==> config.mk <==
export PLATFORM = sky130hd
export DESIGN_NAME = base64_stream_codec_flat
export DESIGN_NICKNAME = d
export VERILOG_FILES = /design/src/rtl/b64_pkg.sv /design/src/rtl/b64_if.sv /design/src/rtl/b64_expand.sv /design/src/rtl/b64_serialize.sv /design/src/rtl/base64_stream_codec.sv /design/src/flat_wrapper.sv
export SDC_FILE = /design/constraint.sdc
export NUM_CORES = 1
export LEC_CHECK = 0
export ABC_AREA = 1
export CAP_MARGIN = 20
export CELL_PAD_IN_SITES_DETAIL_PLACEMENT = 0
export CELL_PAD_IN_SITES_GLOBAL_PLACEMENT = 2
export CORE_UTILIZATION = 40
export CTS_CLUSTER_DIAMETER = 200
export DETAILED_ROUTE_END_ITERATION = 8
export DONT_BUFFER_PORTS = 1
export PLACE_DENSITY_LB_ADDON = 0.1
export SLEW_MARGIN = 20
export SYNTH_ARGS = -nofsm -noshare
export SYNTH_HDL_FRONTEND = slang
export SYNTH_HIERARCHICAL = 1
export SYNTH_SLANG_ARGS = --single-unit
==> constraint.sdc <==
create_clock -name clock -period 6.25 [get_ports clock]
set_clock_uncertainty 0.05 [all_clocks]
set_input_delay 0.9375 -clock clock [delete_from_list [all_inputs] [get_ports clock]]
set_output_delay 0.9375 -clock clock [all_outputs]
set_load 0.05 [all_outputs]
==> src/rtl/b64_pkg.sv <==
package b64_pkg;

   localparam int GroupDepth = 4;

   // decoded character classes beyond the 64 alphabet values
   localparam logic [6:0] DecSkip = 7'd64;
   localparam logic [6:0] DecPad  = 7'd65;

   localparam logic [7:0] PadChar = 8'h3D;

   typedef enum logic [0:0] {
      DIR_ENCODE = 1'b0,
      DIR_DECODE = 1'b1
   } dir_type;

   typedef struct packed {
      logic [5:0] bits;
      logic [2:0] count;
      logic       stopped;
   } state_type;

   typedef struct packed {
      logic [7:0] data;
      logic       valid;
      logic       last;
   } entry_type;

   typedef struct packed {
      entry_type [GroupDepth-1:0] entry;
      logic [2:0]                 count;
   } group_type;

   // 6-bit value to alphabet character
   function automatic logic [7:0] enc_char(input logic [5:0] v);
      logic [7:0] c;
      if (v < 6'd26) begin
         c = 8'h41 + {2'b00, v};
      end else if (v < 6'd52) begin
         c = 8'h61 + {2'b00, v} - 8'd26;
      end else if (v < 6'd62) begin
         c = 8'h30 + {2'b00, v} - 8'd52;
      end else if (v == 6'd62) begin
         c = 8'h2B;
      end else begin
         c = 8'h2F;
      end
      return c;
   endfunction

   // character to 6-bit value, or a skip / pad class
   function automatic logic [6:0] dec_value(input logic [7:0] c);
      logic [6:0] v;
      if (c >= 8'h41 && c <= 8'h5A) begin
         v = 7'(c - 8'h41);
      end else if (c >= 8'h61 && c <= 8'h7A) begin
         v = 7'(c - 8'h61 + 8'd26);
      end else if (c >= 8'h30 && c <= 8'h39) begin
         v = 7'(c - 8'h30 + 8'd52);
      end else if (c == 8'h2B) begin
         v = 7'd62;
      end else if (c == 8'h2F) begin
         v = 7'd63;
      end else if (c == PadChar) begin
         v = DecPad;
      end else begin
         v = DecSkip;
      end
      return v;
   endfunction

   function automatic logic [5:0] low_mask(input logic [3:0] n);
      return 6'((9'd1 << n) - 9'd1);
   endfunction

endpackage

==> src/rtl/b64_if.sv <==
interface b64_req_if;
   logic       valid;
   logic       ready;
   logic [7:0] in_byte;
   logic       end_of_stream;

   modport source (output valid, output in_byte, output end_of_stream, input ready);
   modport sink (input valid, input in_byte, input end_of_stream, output ready);
endinterface

interface b64_rsp_if;
   logic       valid;
   logic       ready;
   logic [7:0] out_byte;
   logic       out_valid;
   logic       out_last;

   modport source (output valid, output out_byte, output out_valid, output out_last,
                   input ready);
   modport sink (input valid, input out_byte, input out_valid, input out_last,
                 output ready);
endinterface

==> src/rtl/b64_expand.sv <==
module b64_expand (
   input  b64_pkg::dir_type   direction,
   input  b64_pkg::state_type state,
   input  logic [7:0]         in_byte,
   input  logic               end_of_stream,
   output b64_pkg::group_type group,
   output b64_pkg::state_type next_state
);

   logic [2:0]  ecnt;
   logic [13:0] eacc;
   logic [3:0]  eshift;
   logic [2:0]  erem;
   logic [5:0]  eleft;
   logic [2:0]  dcnt;
   logic [6:0]  dval;
   logic [11:0] dacc;
   logic [3:0]  dn;
   logic [2:0]  k;

   always_comb begin
      group      = '0;
      next_state = state;
      k          = 3'd0;
      ecnt       = (state.count > 3'd4) ? 3'd4 : state.count;
      eacc       = {state.bits, in_byte};
      eshift     = {1'b0, ecnt} + 4'd2;
      erem       = 3'd0;
      eleft      = 6'd0;
      dcnt       = (state.count > 3'd6) ? 3'd6 : state.count;
      dval       = b64_pkg::dec_value(in_byte);
      dacc       = {state.bits, dval[5:0]};
      dn         = {1'b0, dcnt} + 4'd6;

      case (direction)
         b64_pkg::DIR_ENCODE: begin
            group.entry[k[1:0]] = '{b64_pkg::enc_char(6'(eacc >> eshift)), 1'b1, 1'b0};
            k = k + 3'd1;
            if (eshift == 4'd6) begin
               group.entry[k[1:0]] = '{b64_pkg::enc_char(eacc[5:0]), 1'b1, 1'b0};
               k = k + 3'd1;
               erem = 3'd0;
            end else begin
               erem = eshift[2:0];
            end
            eleft = eacc[5:0] & b64_pkg::low_mask({1'b0, erem});
            next_state.bits  = eleft;
            next_state.count = erem;
            if (end_of_stream) begin
               if (erem != 3'd0) begin
                  group.entry[k[1:0]] =
                     '{b64_pkg::enc_char(6'(eleft << (3'd6 - erem))), 1'b1, 1'b0};
                  k = k + 3'd1;
               end
               if (erem == 3'd2) begin
                  group.entry[k[1:0]] = '{b64_pkg::PadChar, 1'b1, 1'b0};
                  k = k + 3'd1;
                  group.entry[k[1:0]] = '{b64_pkg::PadChar, 1'b1, 1'b0};
                  k = k + 3'd1;
               end else if (erem == 3'd4) begin
                  group.entry[k[1:0]] = '{b64_pkg::PadChar, 1'b1, 1'b0};
                  k = k + 3'd1;
               end
            end
         end
         b64_pkg::DIR_DECODE: begin
            if (!state.stopped) begin
               if (dval == b64_pkg::DecPad) begin
                  next_state.stopped = 1'b1;
               end else if (dval != b64_pkg::DecSkip) begin
                  if (dn >= 4'd8) begin
                     dn = dn - 4'd8;
                     group.entry[k[1:0]] = '{8'(dacc >> dn), 1'b1, 1'b0};
                     k = k + 3'd1;
                  end
                  next_state.bits  = dacc[5:0] & b64_pkg::low_mask(dn);
                  next_state.count = dn[2:0];
               end
            end
            if (end_of_stream && k == 3'd0) begin
               group.entry[k[1:0]] = '{8'd0, 1'b0, 1'b0};
               k = k + 3'd1;
            end
         end
         default: begin
            k = 3'd0;
         end
      endcase

      // mark the final result of the stream and clear the stream state
      if (end_of_stream) begin
         if (k != 3'd0) begin
            group.entry[2'(k - 3'd1)].last = 1'b1;
         end
         next_state = '0;
      end
      group.count = k;
   end

endmodule

==> src/rtl/b64_serialize.sv <==
module b64_serialize (
   input  logic               clock,
   input  logic               reset,
   input  logic               load,
   input  b64_pkg::group_type group,
   output logic               free,
   output logic               out_vld,
   input  logic               out_ready,
   output b64_pkg::entry_type out_item
);

   b64_pkg::group_type grp_ff;
   logic [2:0]         rem_ff, rem_in;
   logic [1:0]         idx_ff, idx_in;
   logic               vld_ff, vld_in;
   b64_pkg::entry_type item_ff, item_in;
   logic               out_load;
   logic               move;

   assign out_load = !vld_ff || out_ready;
   assign move     = out_load && (rem_ff != 3'd0);
   assign free     = (rem_ff == 3'd0) || ((rem_ff == 3'd1) && out_load);

   always_comb begin
      rem_in  = rem_ff;
      idx_in  = idx_ff;
      vld_in  = vld_ff;
      item_in = item_ff;
      if (move) begin
         item_in = grp_ff.entry[idx_ff];
         vld_in  = 1'b1;
         idx_in  = idx_ff + 2'd1;
         rem_in  = rem_ff - 3'd1;
      end else if (out_load) begin
         vld_in = 1'b0;
      end
      if (load) begin
         rem_in = group.count;
         idx_in = 2'd0;
      end
   end

   always_ff @(posedge clock) begin
      if (reset) begin
         rem_ff <= 3'd0;
         idx_ff <= 2'd0;
         vld_ff <= 1'b0;
      end else begin
         rem_ff <= rem_in;
         idx_ff <= idx_in;
         vld_ff <= vld_in;
      end
   end

   always_ff @(posedge clock) begin
      item_ff <= item_in;
      if (load) begin
         grp_ff <= group;
      end
   end

   assign out_vld  = vld_ff;
   assign out_item = item_ff;

endmodule

==> src/rtl/base64_stream_codec.sv <==
// Streaming base64 coder, standard alphabet A-Z a-z 0-9 + / with '=' pad.
// csr_write_data selects the direction (0 encode bytes to text, 1 decode
// text to bytes); any write clears the stream state, so write it only
// between streams. Each accepted item is expanded combinationally into a
// group of zero to four results, which a group register and an output
// register hand out one per cycle on the response channel while it is
// ready. The single response port sets the pace: the next item waits
// while the group register still holds more than one result. Decode
// yields at most one result per item, so it runs at one item per cycle
// when not stalled. A new item is taken while the previous group's
// last result is still on its way out. In decode, characters outside the
// alphabet are skipped, the first '=' ends decoding for the stream, and
// the final item always yields a result marked last, with out_valid low
// when it carries no byte.
module base64_stream_codec (
   input  logic        clock,
   input  logic        reset,
   b64_req_if.sink     req_chan,
   b64_rsp_if.source   rsp_chan,
   input  logic        csr_write_en,
   input  logic        csr_write_data
);

   b64_pkg::dir_type   dir_ff;
   b64_pkg::state_type state_ff, state_in;
   b64_pkg::group_type group;
   b64_pkg::entry_type out_item;
   logic               free;
   logic               accept;

   // a transfer on the request side is taken when the group register
   // is free or drains its last result this cycle
   assign req_chan.ready = free;
   assign accept         = req_chan.valid && free;

   b64_expand u_expand (
      .direction     (dir_ff),
      .state         (state_ff),
      .in_byte       (req_chan.in_byte),
      .end_of_stream (req_chan.end_of_stream),
      .group         (group),
      .next_state    (state_in)
   );

   b64_serialize u_serialize (
      .clock     (clock),
      .reset     (reset),
      .load      (accept),
      .group     (group),
      .free      (free),
      .out_vld   (rsp_chan.valid),
      .out_ready (rsp_chan.ready),
      .out_item  (out_item)
   );

   // advance stream state on each accepted item; a direction write
   // drops any stream in progress
   always_ff @(posedge clock) begin
      if (reset) begin
         dir_ff   <= b64_pkg::DIR_ENCODE;
         state_ff <= '0;
      end else if (csr_write_en) begin
         dir_ff   <= b64_pkg::dir_type'(csr_write_data);
         state_ff <= '0;
      end else if (accept) begin
         state_ff <= state_in;
      end
   end

   assign rsp_chan.out_byte  = out_item.data;
   assign rsp_chan.out_valid = out_item.valid;
   assign rsp_chan.out_last  = out_item.last;

endmodule
==> src/flat_wrapper.sv <==
// flat-port wrapper written by rule: the top's interface ports become plain ports
module base64_stream_codec_flat 
  (clock, reset, csr_write_en, csr_write_data, req_chan_valid, req_chan_in_byte, req_chan_end_of_stream, req_chan_ready, rsp_chan_valid, rsp_chan_out_byte, rsp_chan_out_valid, rsp_chan_out_last, rsp_chan_ready);
  b64_req_if req_chan_i ();
  b64_rsp_if rsp_chan_i ();
  input  logic clock;
  input  logic reset;
  input  logic csr_write_en;
  input  logic csr_write_data;
  input wire logic [$bits(req_chan_i.valid)-1:0] req_chan_valid;
  input wire logic [$bits(req_chan_i.in_byte)-1:0] req_chan_in_byte;
  input wire logic [$bits(req_chan_i.end_of_stream)-1:0] req_chan_end_of_stream;
  output wire logic [$bits(req_chan_i.ready)-1:0] req_chan_ready;
  output wire logic [$bits(rsp_chan_i.valid)-1:0] rsp_chan_valid;
  output wire logic [$bits(rsp_chan_i.out_byte)-1:0] rsp_chan_out_byte;
  output wire logic [$bits(rsp_chan_i.out_valid)-1:0] rsp_chan_out_valid;
  output wire logic [$bits(rsp_chan_i.out_last)-1:0] rsp_chan_out_last;
  input wire logic [$bits(rsp_chan_i.ready)-1:0] rsp_chan_ready;
  assign req_chan_i.valid = req_chan_valid;
  assign req_chan_i.in_byte = req_chan_in_byte;
  assign req_chan_i.end_of_stream = req_chan_end_of_stream;
  assign req_chan_ready = req_chan_i.ready;
  assign rsp_chan_valid = rsp_chan_i.valid;
  assign rsp_chan_out_byte = rsp_chan_i.out_byte;
  assign rsp_chan_out_valid = rsp_chan_i.out_valid;
  assign rsp_chan_out_last = rsp_chan_i.out_last;
  assign rsp_chan_i.ready = rsp_chan_ready;
  base64_stream_codec u_core (.clock(clock), .reset(reset), .req_chan(req_chan_i), .rsp_chan(rsp_chan_i), .csr_write_en(csr_write_en), .csr_write_data(csr_write_data));
endmodule
==> impl_metrics.yaml, run 1 <==
power:
  total_power_mw: 2.72
  ir_drop_mv: 0.206
  leakagePower_nw: 3.09
  p_per_area_mw_per_mm2: 399
floorplanning:
  core_region_area_mm2: 0.0154
  start_util: 0.417
  die_h_um: 129
  io_pins: 27
  rows: 45
  die_width_um: 129
  dieArea_mm2: 0.0166
sta:
  period_minus_slack_ns: 3.99
  slew_violations: 0
  whs_ns: 0.517
  finalSetupViolations: 0
  fin_crit_sh: 0.639
  rsz0062_at_grt: "false"
  fmax_mhz: 251
  fin_setup_tns_ns: 0
  hold_violations: 0
  relSlewSlack: 0.471
  finalWorstSetupSlack_ns: 2.26
  tightest_slew_ns: 0.792
cells_and_area:
  area_growth_pct: 5.87
  n_fill_cell: 1697
  final_nets: 974
  num_antenna_cells: 0
  final_cells: 1139
  layout-drive-gt1-share: 0.107
placement:
  pre_cts_ws_ns: 2.31
  placed_cells: 1123
  portBuffers: 0
  place_congestion: 0.937
  hpwlAfterDp_mm: 14.8
yosys:
  synth_cell_types: 50
  avgSynthCellArea_um2: 6.77
  synthesis.area_mm2: 0.00643
  synthArstFlopShare: 0
  synth-edff-count: 50
  ys_seq_area_frac: 0.286
  synth_flop_cell: "edfxtp_1"
  synth_seq_cells: 67
  yosys_warnings: 6
  netlist_instances: 950
setup_path:
  cp.arrival_ns: 4.11
  setup.worst_path.end_class: "register"
  r2r_slack_ns: 2.26
  setup.worst_path.start_class: "register"
  crit_required_ns: 6.37
  cp_max_fo: 18
  reg2reg_to: "u_core/u_serialize/grp_ff[19]"
  critical_path_class: "reg2reg"
  reg2reg_from: "u_core/state_ff[3]"
  reg2reg_depth: 18
clock_tree:
  cts_tree: "done"
  clk_path_buf_depth: 2
  cts_sinks: 67
  h-tree-depth: 3
  postCtsHoldBufs: 0
  cts_buffers: 9
  post-cts-setup-buffers: 0
  worstSkewPairLatency_ns: 0.33
  clkTransAtPathRegs_ns: 0.06
  cts_root_buffer: "clkbuf_16"
  cts_resized: 0
global_route:
  grt-ovfl-total: 0
  grt_first_pass_wirelength_mm: 31.2
  grt_max_degree: 50
  antenna_found_initial: 0
  track_usage: 0.243
  grt_pass1_vias: 5851
drt:
  ant_nets: 0
  wl_per_cell_um: 16.8
  firstDrtPassIters: 5
  viasPerCell: 5.41
  drcViolationCount: 0
  finalWirelength_mm: 19.1
  drt-initial-drc-count: 503
  vias: 6163
hold_path:
  min-delay-path-class: "reg2reg"
  hp-start: "u_core/state_ff[4]"
  whs_endpoint: "u_core/state_ff[4]"
  whs_path_depth: 4
outcome:
  outcome: "finished, final reports clean"
job:
  cap_violations: 0
[cell usage in the layout (no fill, tap or decap), types with 3 or more instances in the layout]
master	synthesis	layout
nor2_4	3	3
a21oi_1	47	47
ha_1	36	36
nand2_4	3	3
clkinv_1	3	3
nor2_1	98	98
a21oi_2	5	5
o21ai_0	56	56
nor3_2	3	3
nand2_1	225	225
nand3_2	3	3
conb_1	1	3
nand2_2	19	19
buf_4	18	5
o21ai_1	33	33
xor2_1	12	12
nand3_1	89	89
clkbuf_16	0	11
o22ai_1	9	9
edfxtp_1	50	50
o21ai_2	8	8
dfxtp_1	17	17
inv_2	15	15
xnor2_1	6	6
nand4_1	8	8
o211ai_1	15	15
a31oi_1	3	3
inv_1	102	102
nor3_1	5	5
nor2_2	10	10
[worst max-delay path by stage]
stage                                  start                             to  slack (ns)  cells past startpoint
after CTS                 u_core/state_ff[3]  u_core/u_serialize/grp_ff[19]        2.29                     18
after floorplan               rsp_chan_ready   u_core/u_serialize/rem_ff[1]        2.87                     11
final                     u_core/state_ff[3]  u_core/u_serialize/grp_ff[19]        2.26                     18
after detailed placement  u_core/state_ff[3]  u_core/u_serialize/grp_ff[19]        2.31                     18
after global routing      u_core/state_ff[3]  u_core/u_serialize/grp_ff[19]        1.91                     18
after global placement    u_core/state_ff[3]  u_core/u_serialize/grp_ff[19]        2.30                     18
[flip-flops by register name, indices dropped and copies added (netlist names)]
signal,cells
u_core/dir_ff,1
u_core/u_serialize/grp_ff,40
u_core/u_serialize/out_item,10
u_core/u_serialize/out_vld,1
u_core/u_serialize/idx_ff,2
u_core/u_serialize/rem_ff,3
u_core/state_ff,10
[where the power goes]
part	switching (mW)	internal, mW
combinational	0.862	0.370
clock	0.189	0.399
sequential	0.201	0.696
total	1.25	1.46
[cells in the mapped netlist, types with 2 or more instances]
cell,instances,area share
a211oi_1,2,0.0023
a21oi_1,47,0.037
a21oi_2,5,0.0068
a31oi_1,3,0.0029
buf_2,9,0.0070
buf_4,18,0.021
buf_6,6,0.010
clkbuf_1,12,0.0070
clkinv_1,3,0.0017
dfxtp_1,17,0.053
edfxtp_1,50,0.23
ha_1,36,0.070
inv_1,102,0.059
inv_2,15,0.0087
nand2_1,225,0.13
nand2_2,19,0.018
nand2_4,3,0.0052
nand3_1,89,0.069
nand3_2,3,0.0047
nand4_1,8,0.0078
nor2_1,98,0.057
nor2_2,10,0.0097
nor2_4,3,0.0052
nor3_1,5,0.0039
nor3_2,3,0.0047
nor4_1,2,0.0019
o211ai_1,15,0.017
o21ai_0,56,0.044
o21ai_1,33,0.026
o21ai_2,8,0.011
o22ai_1,9,0.0087
o22ai_2,2,0.0039
xnor2_1,6,0.0082
xor2_1,12,0.016
[per-layer routing]
metal | routed length (um) | global-route usage | part of all wire | vias to the layer above
li1 | - | - | - | 3071
met1 | 8940 | 0.328 | 0.47 | 2904
met2 | 9030 | 0.406 | 0.47 | 168
met3 | 870 | 0.0328 | 0.046 | 20
met4 | 274 | 0.0664 | 0.014 | 0
met5 | 0 | 0 | 0 | -
[kinds of logic after synthesis]
logic type | share of synthesized area
DFF | 0.286
xor gates and xnor gates | 0.0245
adders and majority gates | 0.0700
and+or+nand+nor | 0.331
AOI/OAI and AO/OA | 0.171
buffers and inverters | 0.116
other | 0.000583
[critical path: stages (launching register included)]
cell	delay (ns)
dfxtp_1	0.54
inv_4	0.29
ha_1	0.47
clkinv_1	0.53
nand2_1	0.23
nand3_1	0.13
nand3_1	0.10
nand2_1	0.05
inv_1	0.08
nand2_1	0.13
inv_1	0.14
ha_1	0.15
inv_1	0.05
o21ai_0	0.30
xor2_1	0.18
nand2_1	0.07
nand3_1	0.07
nand3_1	0.09
a21oi_1	0.17
[through the flow]
| step | instance area, um2 | utilization |
|---|---|---|
| 5_1_grt | 6810 | 0.442 |
| 2_1_floorplan | 6440 | - |
| 3_3_place_gp | 6450 | 0.418 |
| 4_1_cts | 6810 | 0.441 |
| 3_5_place_dp | 6450 | 0.418 |
| 6_report | 6810 | 0.442 |
[cell type report]
type                            instances  area (um2)  area share
Clock buffer                           12         279      0.0410
Clock inverter                          4        77.6      0.0114
Inverter                              121         457      0.0670
Multi-Input combinational cell        719        3860       0.566
Sequential cell                        67        1840       0.270
Tap cell                              211         264      0.0388
Timing Repair Buffer                    5        37.5     0.00551
(Power assumes the default switching activity.)
==> run 2, diff against run 1 <==
ABC_AREA = 0   (was 1)
CORE_UTILIZATION = 41   (was 40)
clock period = 3.7 ns   (was 6.25 ns; I/O delays follow)
==> run 2 against run 1 <==
- die area fell by 4.0%
- register-to-register slack got worse by 2.0 ns
- global-route usage rose by 0.21 points
- synthesized cell count fell by 24%
- routed wire length rose by 0.25%
- first-iteration DRC count fell by 5.0%
- fmax rose by 14%
- count of clock-buffer cells in the layout rose by 1
- utilization rose by 0.69 points
==> impl_metrics.yaml, run 2 <==
floorplanning:
  io_pins: 27
  die_width_um: 126
  rows: 45
  core_region_area_mm2: 0.0151
  start_util: 0.418
  die_h_um: 126
  dieArea_mm2: 0.0159
sta:
  fmax_mhz: 286
  finalWorstSetupSlack_ns: 0.209
  slew_violations: 0
  fin_setup_tns_ns: 0
  period_minus_slack_ns: 3.49
  tightest_slew_ns: 0.734
  whs_ns: 0.253
  hold_violations: 0
  relSlewSlack: 0.498
  rsz0062_at_grt: "false"
  fin_crit_sh: 0.943
  finalSetupViolations: 0
placement:
  hpwlAfterDp_mm: 14.6
  pre_cts_ws_ns: -0.173
  portBuffers: 0
  place_congestion: 0.859
  placed_cells: 883
global_route:
  antenna_found_initial: 0
  grt_pass1_vias: 5416
  grt-ovfl-total: 0
  grt_max_degree: 31
  grt_first_pass_wirelength_mm: 30.5
  track_usage: 0.245
setup_path:
  r2r_slack_ns: 0.21
  setup.worst_path.end_class: "register"
  critical_path_class: "reg2reg"
  cp.arrival_ns: 3.49
  crit_required_ns: 3.70
  setup.worst_path.start_class: "register"
  cp_max_fo: 9
clock_tree:
  h-tree-depth: 3
  cts_resized: 0
  cts_root_buffer: "clkbuf_16"
  cts_sinks: 67
  post-cts-setup-buffers: 0
  clk_path_buf_depth: 2
  cts_tree: "done"
  cts_buffers: 9
  postCtsHoldBufs: 0
  clkTransAtPathRegs_ns: 0.06
  worstSkewPairLatency_ns: 0.32
yosys:
  synthMostInstantiatedCell: "nor2_1"
  synth_flop_cell: "edfxtp_1"
  netlist_instances: 724
  synth_seq_cells: 67
  synthArstFlopShare: 0
  synth_cell_types: 96
  avgSynthCellArea_um2: 8.74
  yosysTopAreaCell: "edfxtp_1"
  synth_area_leaders: "edfxtp_1 (24%), ha_1 (7.1%), dfxtp_1 (5.4%)"
  yosys_warnings: 6
  synth_top_area_share: 0.237
  synthesis.area_mm2: 0.00633
  synth_commonest_cells: "nor2_1 (57), nand2_1 (55), edfxtp_1 (50)"
  ys_seq_area_frac: 0.291
  synth-edff-count: 50
cells_and_area:
  final_cells: 899
  final_nets: 757
  num_antenna_cells: 0
  n_fill_cell: 1516
  top_register: "u_core/u_serialize/grp_ff"
  layout_common_cells: "nor2_1 (57), nand2_1 (55), edfxtp_1 (50)"
  largest_reg_flops: 40
  layout-drive-gt1-share: 0.148
  layout_commonest_cell: "nor2_1"
  area_growth_pct: 7.33
power:
  p_per_area_mw_per_mm2: 499
  leakagePower_nw: 2.46
  ir_drop_mv: 0.346
hold_path:
  min-delay-path-class: "in2reg"
drt:
  wl_per_cell_um: 21.3
  drt-initial-drc-count: 478
  firstDrtPassIters: 5
  ant_nets: 0
  viasPerCell: 6.21
  finalWirelength_mm: 19.2
  drcViolationCount: 0
  vias: 5587
job:
  cap_violations: 0
outcome:
  outcome: "finished, final reports clean"
run 2: through the flow:
stage | util | area, um2 | power, mW
2_1_floorplan | - | 6350 | 2.32
6_report | 0.448 | 6790 | 3.39
3_3_place_gp | 0.428 | 6480 | 2.55
4_1_cts | 0.448 | 6780 | 3.40
3_5_place_dp | 0.428 | 6480 | 2.57
5_1_grt | 0.448 | 6790 | 3.57
run 2: kinds of logic (layout without fill, tap and decap cells):
group / count (synthesis) / in the layout / synth area share
adders and majority gates: 36 / 36 / 0.0712
AOI/OAI and AO/OA: 221 / 221 / 0.259
other: 1 / 3 / 0.000593
and+or+nand+nor: 250 / 250 / 0.201
DFF: 67 / 67 / 0.291
xor gates and xnor gates: 11 / 11 / 0.0164
muxes: 31 / 31 / 0.0773
buffers and inverters: 107 / 92 / 0.0840
run 2: critical path, stage by stage, from the launching register on:
cell	delay [ns]
dfxtp_1	0.38
inv_1	0.10
buf_4	0.16
ha_1	0.27
buf_4	0.21
or3_1	0.44
ha_1	0.26
inv_1	0.09
nor2_1	0.08
a32oi_1	0.34
nor2b_1	0.19
or2_2	0.35
a41oi_1	0.18
a21oi_1	0.13
run 2: path summary, 6_finish.rpt:
| check | startpoint | end | cells after the start |
|---|---|---|---|
| max | u_core/state_ff[3] | u_core/u_serialize/grp_ff[10] | 13 |
| min reg2reg | u_core/u_serialize/rem_ff[2] | u_core/u_serialize/rem_ff[2] | 2 |
| max reg2reg | u_core/state_ff[3] | u_core/u_serialize/grp_ff[10] | 13 |
| min | reset | u_core/u_serialize/out_vld | 1 |
run 2: area by class of cell:
cell class,instances,area (um2),area share
repair buffers,38,285,0.0420
clock buffers,13,283,0.0416
flip-flops and latches,67,1840,0.271
multi-input cells,552,3990,0.587
clock inverters,3,17.5,0.00258
well taps,188,235,0.0346
inverters,38,143,0.0210
run 2: layer usage:
| layer | global-route usage | vias up | part of all wire |
|---|---|---|---|
| met5 | 0 | - | 0 |
| met4 | 0.0659 | 0 | 0.019 |
| met3 | 0.0238 | 21 | 0.032 |
| met2 | 0.403 | 136 | 0.48 |
| met1 | 0.342 | 2757 | 0.47 |
| li1 | - | 2673 | - |
run 2: report_power, final:
group	total, mW	internal, mW	switching (mW)
clock network	0.827	0.533	0.294
registers	1.48	1.13	0.347
logic	1.09	0.427	0.659
total	3.39	2.09	1.30
==> run 3, diff against run 2 <==
REMOVE_ABC_BUFFERS = 1   (was unset)
==> run 3 against run 2 <==
- sequential share of layout area barely moved
- sequential power is essentially flat
- cell area about the same
- setup slack improved by 0.064 ns
- utilization about the same
- critical path depth rose by 1
- combinational power is essentially flat
- first-iteration DRC count grew 17%
- count of clock-buffer cells in the layout down 4
- critical path type unchanged
- critical endpoint is now u_core/u_serialize/grp_ff[16]
- largest power group unchanged
- highest routed layer unchanged
==> impl_metrics.yaml, run 3 (synthesis results as in run 2) <==
setup_path:
  setup.worst_path.start_class: "register"
  critical_path_class: "reg2reg"
  setup.worst_path.end_class: "register"
  slowest_stage: "dfxtp_1"
  crit_buf_inv: 3
  crit_required_ns: 3.80
  cp_max_fo: 7
  cp_top_family: "compound AO/OA/AOI/OAI gates"
  cp_cell_sequence: "inv_1, ha_1, inv_1, ha_1, xnor2_1, o211ai_1, a311o_1, inv_2, ha_1, a21oi_1, o21a_1, nor2_1, a221o_1, o31ai_1"
  slowest_delay_ns: 0.43
  cp.arrival_ns: 3.53
  cp_common_cell: "ha_1"
clock_tree:
  cts_root_buffer: "clkbuf_16"
  postCtsHoldBufs: 0
  cts_sinks: 67
  cts_buffers: 9
  h-tree-depth: 3
  worstSkewPairLatency_ns: 0.33
  clkTransAtPathRegs_ns: 0.06
  clk_path_buf_depth: 2
  cts_tree: "done"
cells_and_area:
  top_register: "u_core/u_serialize/grp_ff"
  num_antenna_cells: 0
  layout_commonest_cell: "nor2_1"
  final_nets: 753
  largest_reg_flops: 40
  layout-drive-gt1-share: 0.144
  n_fill_cell: 1483
  multi_input_area_mm2: 0.00398
  utilization: 0.448
  seq_area_mm2: 0.00184
  layout_common_cells: "nor2_1 (57), nand2_1 (55), edfxtp_1 (50)"
  area_growth_pct: 7.24
sta:
  finalWorstSetupSlack_ns: 0.273
  slew_violations: 0
  hold_violations: 0
  period_minus_slack_ns: 3.43
  fmax_mhz: 292
  rsz0062_at_grt: "false"
  fin_setup_tns_ns: 0
  whs_ns: 0.236
  finalSetupViolations: 0
  tightest_slew_ns: 0.831
  relSlewSlack: 0.432
  fin_crit_sh: 0.926
global_route:
  grt-ovfl-total: 0
  track_usage: 0.245
  grt_first_pass_wirelength_mm: 30.2
  grt_pass1_vias: 5328
  antenna_found_initial: 0
  grt_max_degree: 32
drt:
  firstDrtPassIters: 5
  drt-initial-drc-count: 560
  vias: 5599
  ant_nets: 0
  drcViolationCount: 0
  finalWirelength_mm: 19.0
  wl_per_cell_um: 21.2
  viasPerCell: 6.26
power:
  ir_drop_mv: 0.330
  leakagePower_nw: 2.45
  p_per_area_mw_per_mm2: 515
placement:
  pre_cts_ws_ns: -0.113
  portBuffers: 0
  place_congestion: 0.873
  hpwlAfterDp_mm: 14.0
floorplanning:
  dieArea_mm2: 0.0159
  die_h_um: 126
  start_util: 0.418
  io_pins: 27
  rows: 45
  core_region_area_mm2: 0.0151
  die_width_um: 126
outcome:
  outcome: "finished, final reports clean"
hold_path:
  min-delay-path-class: "in2reg"
job:
  cap_violations: 0
==> run 3: cell type report <==
class | count | share of cell area
Multi-Input combinational cell | 552 | 0.586
Sequential cell | 67 | 0.271
Timing Repair Buffer | 34 | 0.0395
Tap cell | 188 | 0.0347
Clock buffer | 9 | 0.0332
Inverter | 38 | 0.0210
Clock inverter | 7 | 0.0146
==> run 3: timing repair <==
item	CTS	global route
resized for setup	0	1
endpoints found under the setup margin	0	5
setup buffers	0	2
==> run 3: final timing paths <==
kind / startpoint / endpoint / slack, ns / cells past startpoint
worst max-delay path: u_core/state_ff[3] / u_core/u_serialize/grp_ff[16] / 0.27 / 14
worst min-delay path: reset / u_core/dir_ff / 0.24 / 1
worst max register to register: u_core/state_ff[3] / u_core/u_serialize/grp_ff[16] / 0.27 / 14
worst min register to register: u_core/u_serialize/rem_ff[2] / u_core/u_serialize/rem_ff[2] / 0.50 / 2
==> run 3: power by group <==
group          total, mW  internal, mW  switching, mW
combinational       1.08         0.429          0.651
sequential          1.47          1.13          0.344
clock              0.943         0.596          0.347
total               3.49          2.15           1.34
==> run 3: through the flow <==
| stage | std cells | cell area, um2 | power [mW] |
|---|---|---|---|
| after floorplan | 657 | 5950 | 2.23 |
| after global placement | 877 | 6440 | 2.54 |
| after detailed placement | 877 | 6440 | 2.56 |
| after CTS | 893 | 6760 | 3.51 |
| after global routing | 895 | 6790 | 3.67 |
| final | 895 | 6790 | 3.49 |
==> run 3: metal layers <==
layer  GRT usage  routed length, um
met1       0.336               8770
met2       0.397               8860
met3      0.0408               1020
met4      0.0673                333
met5           0                  0
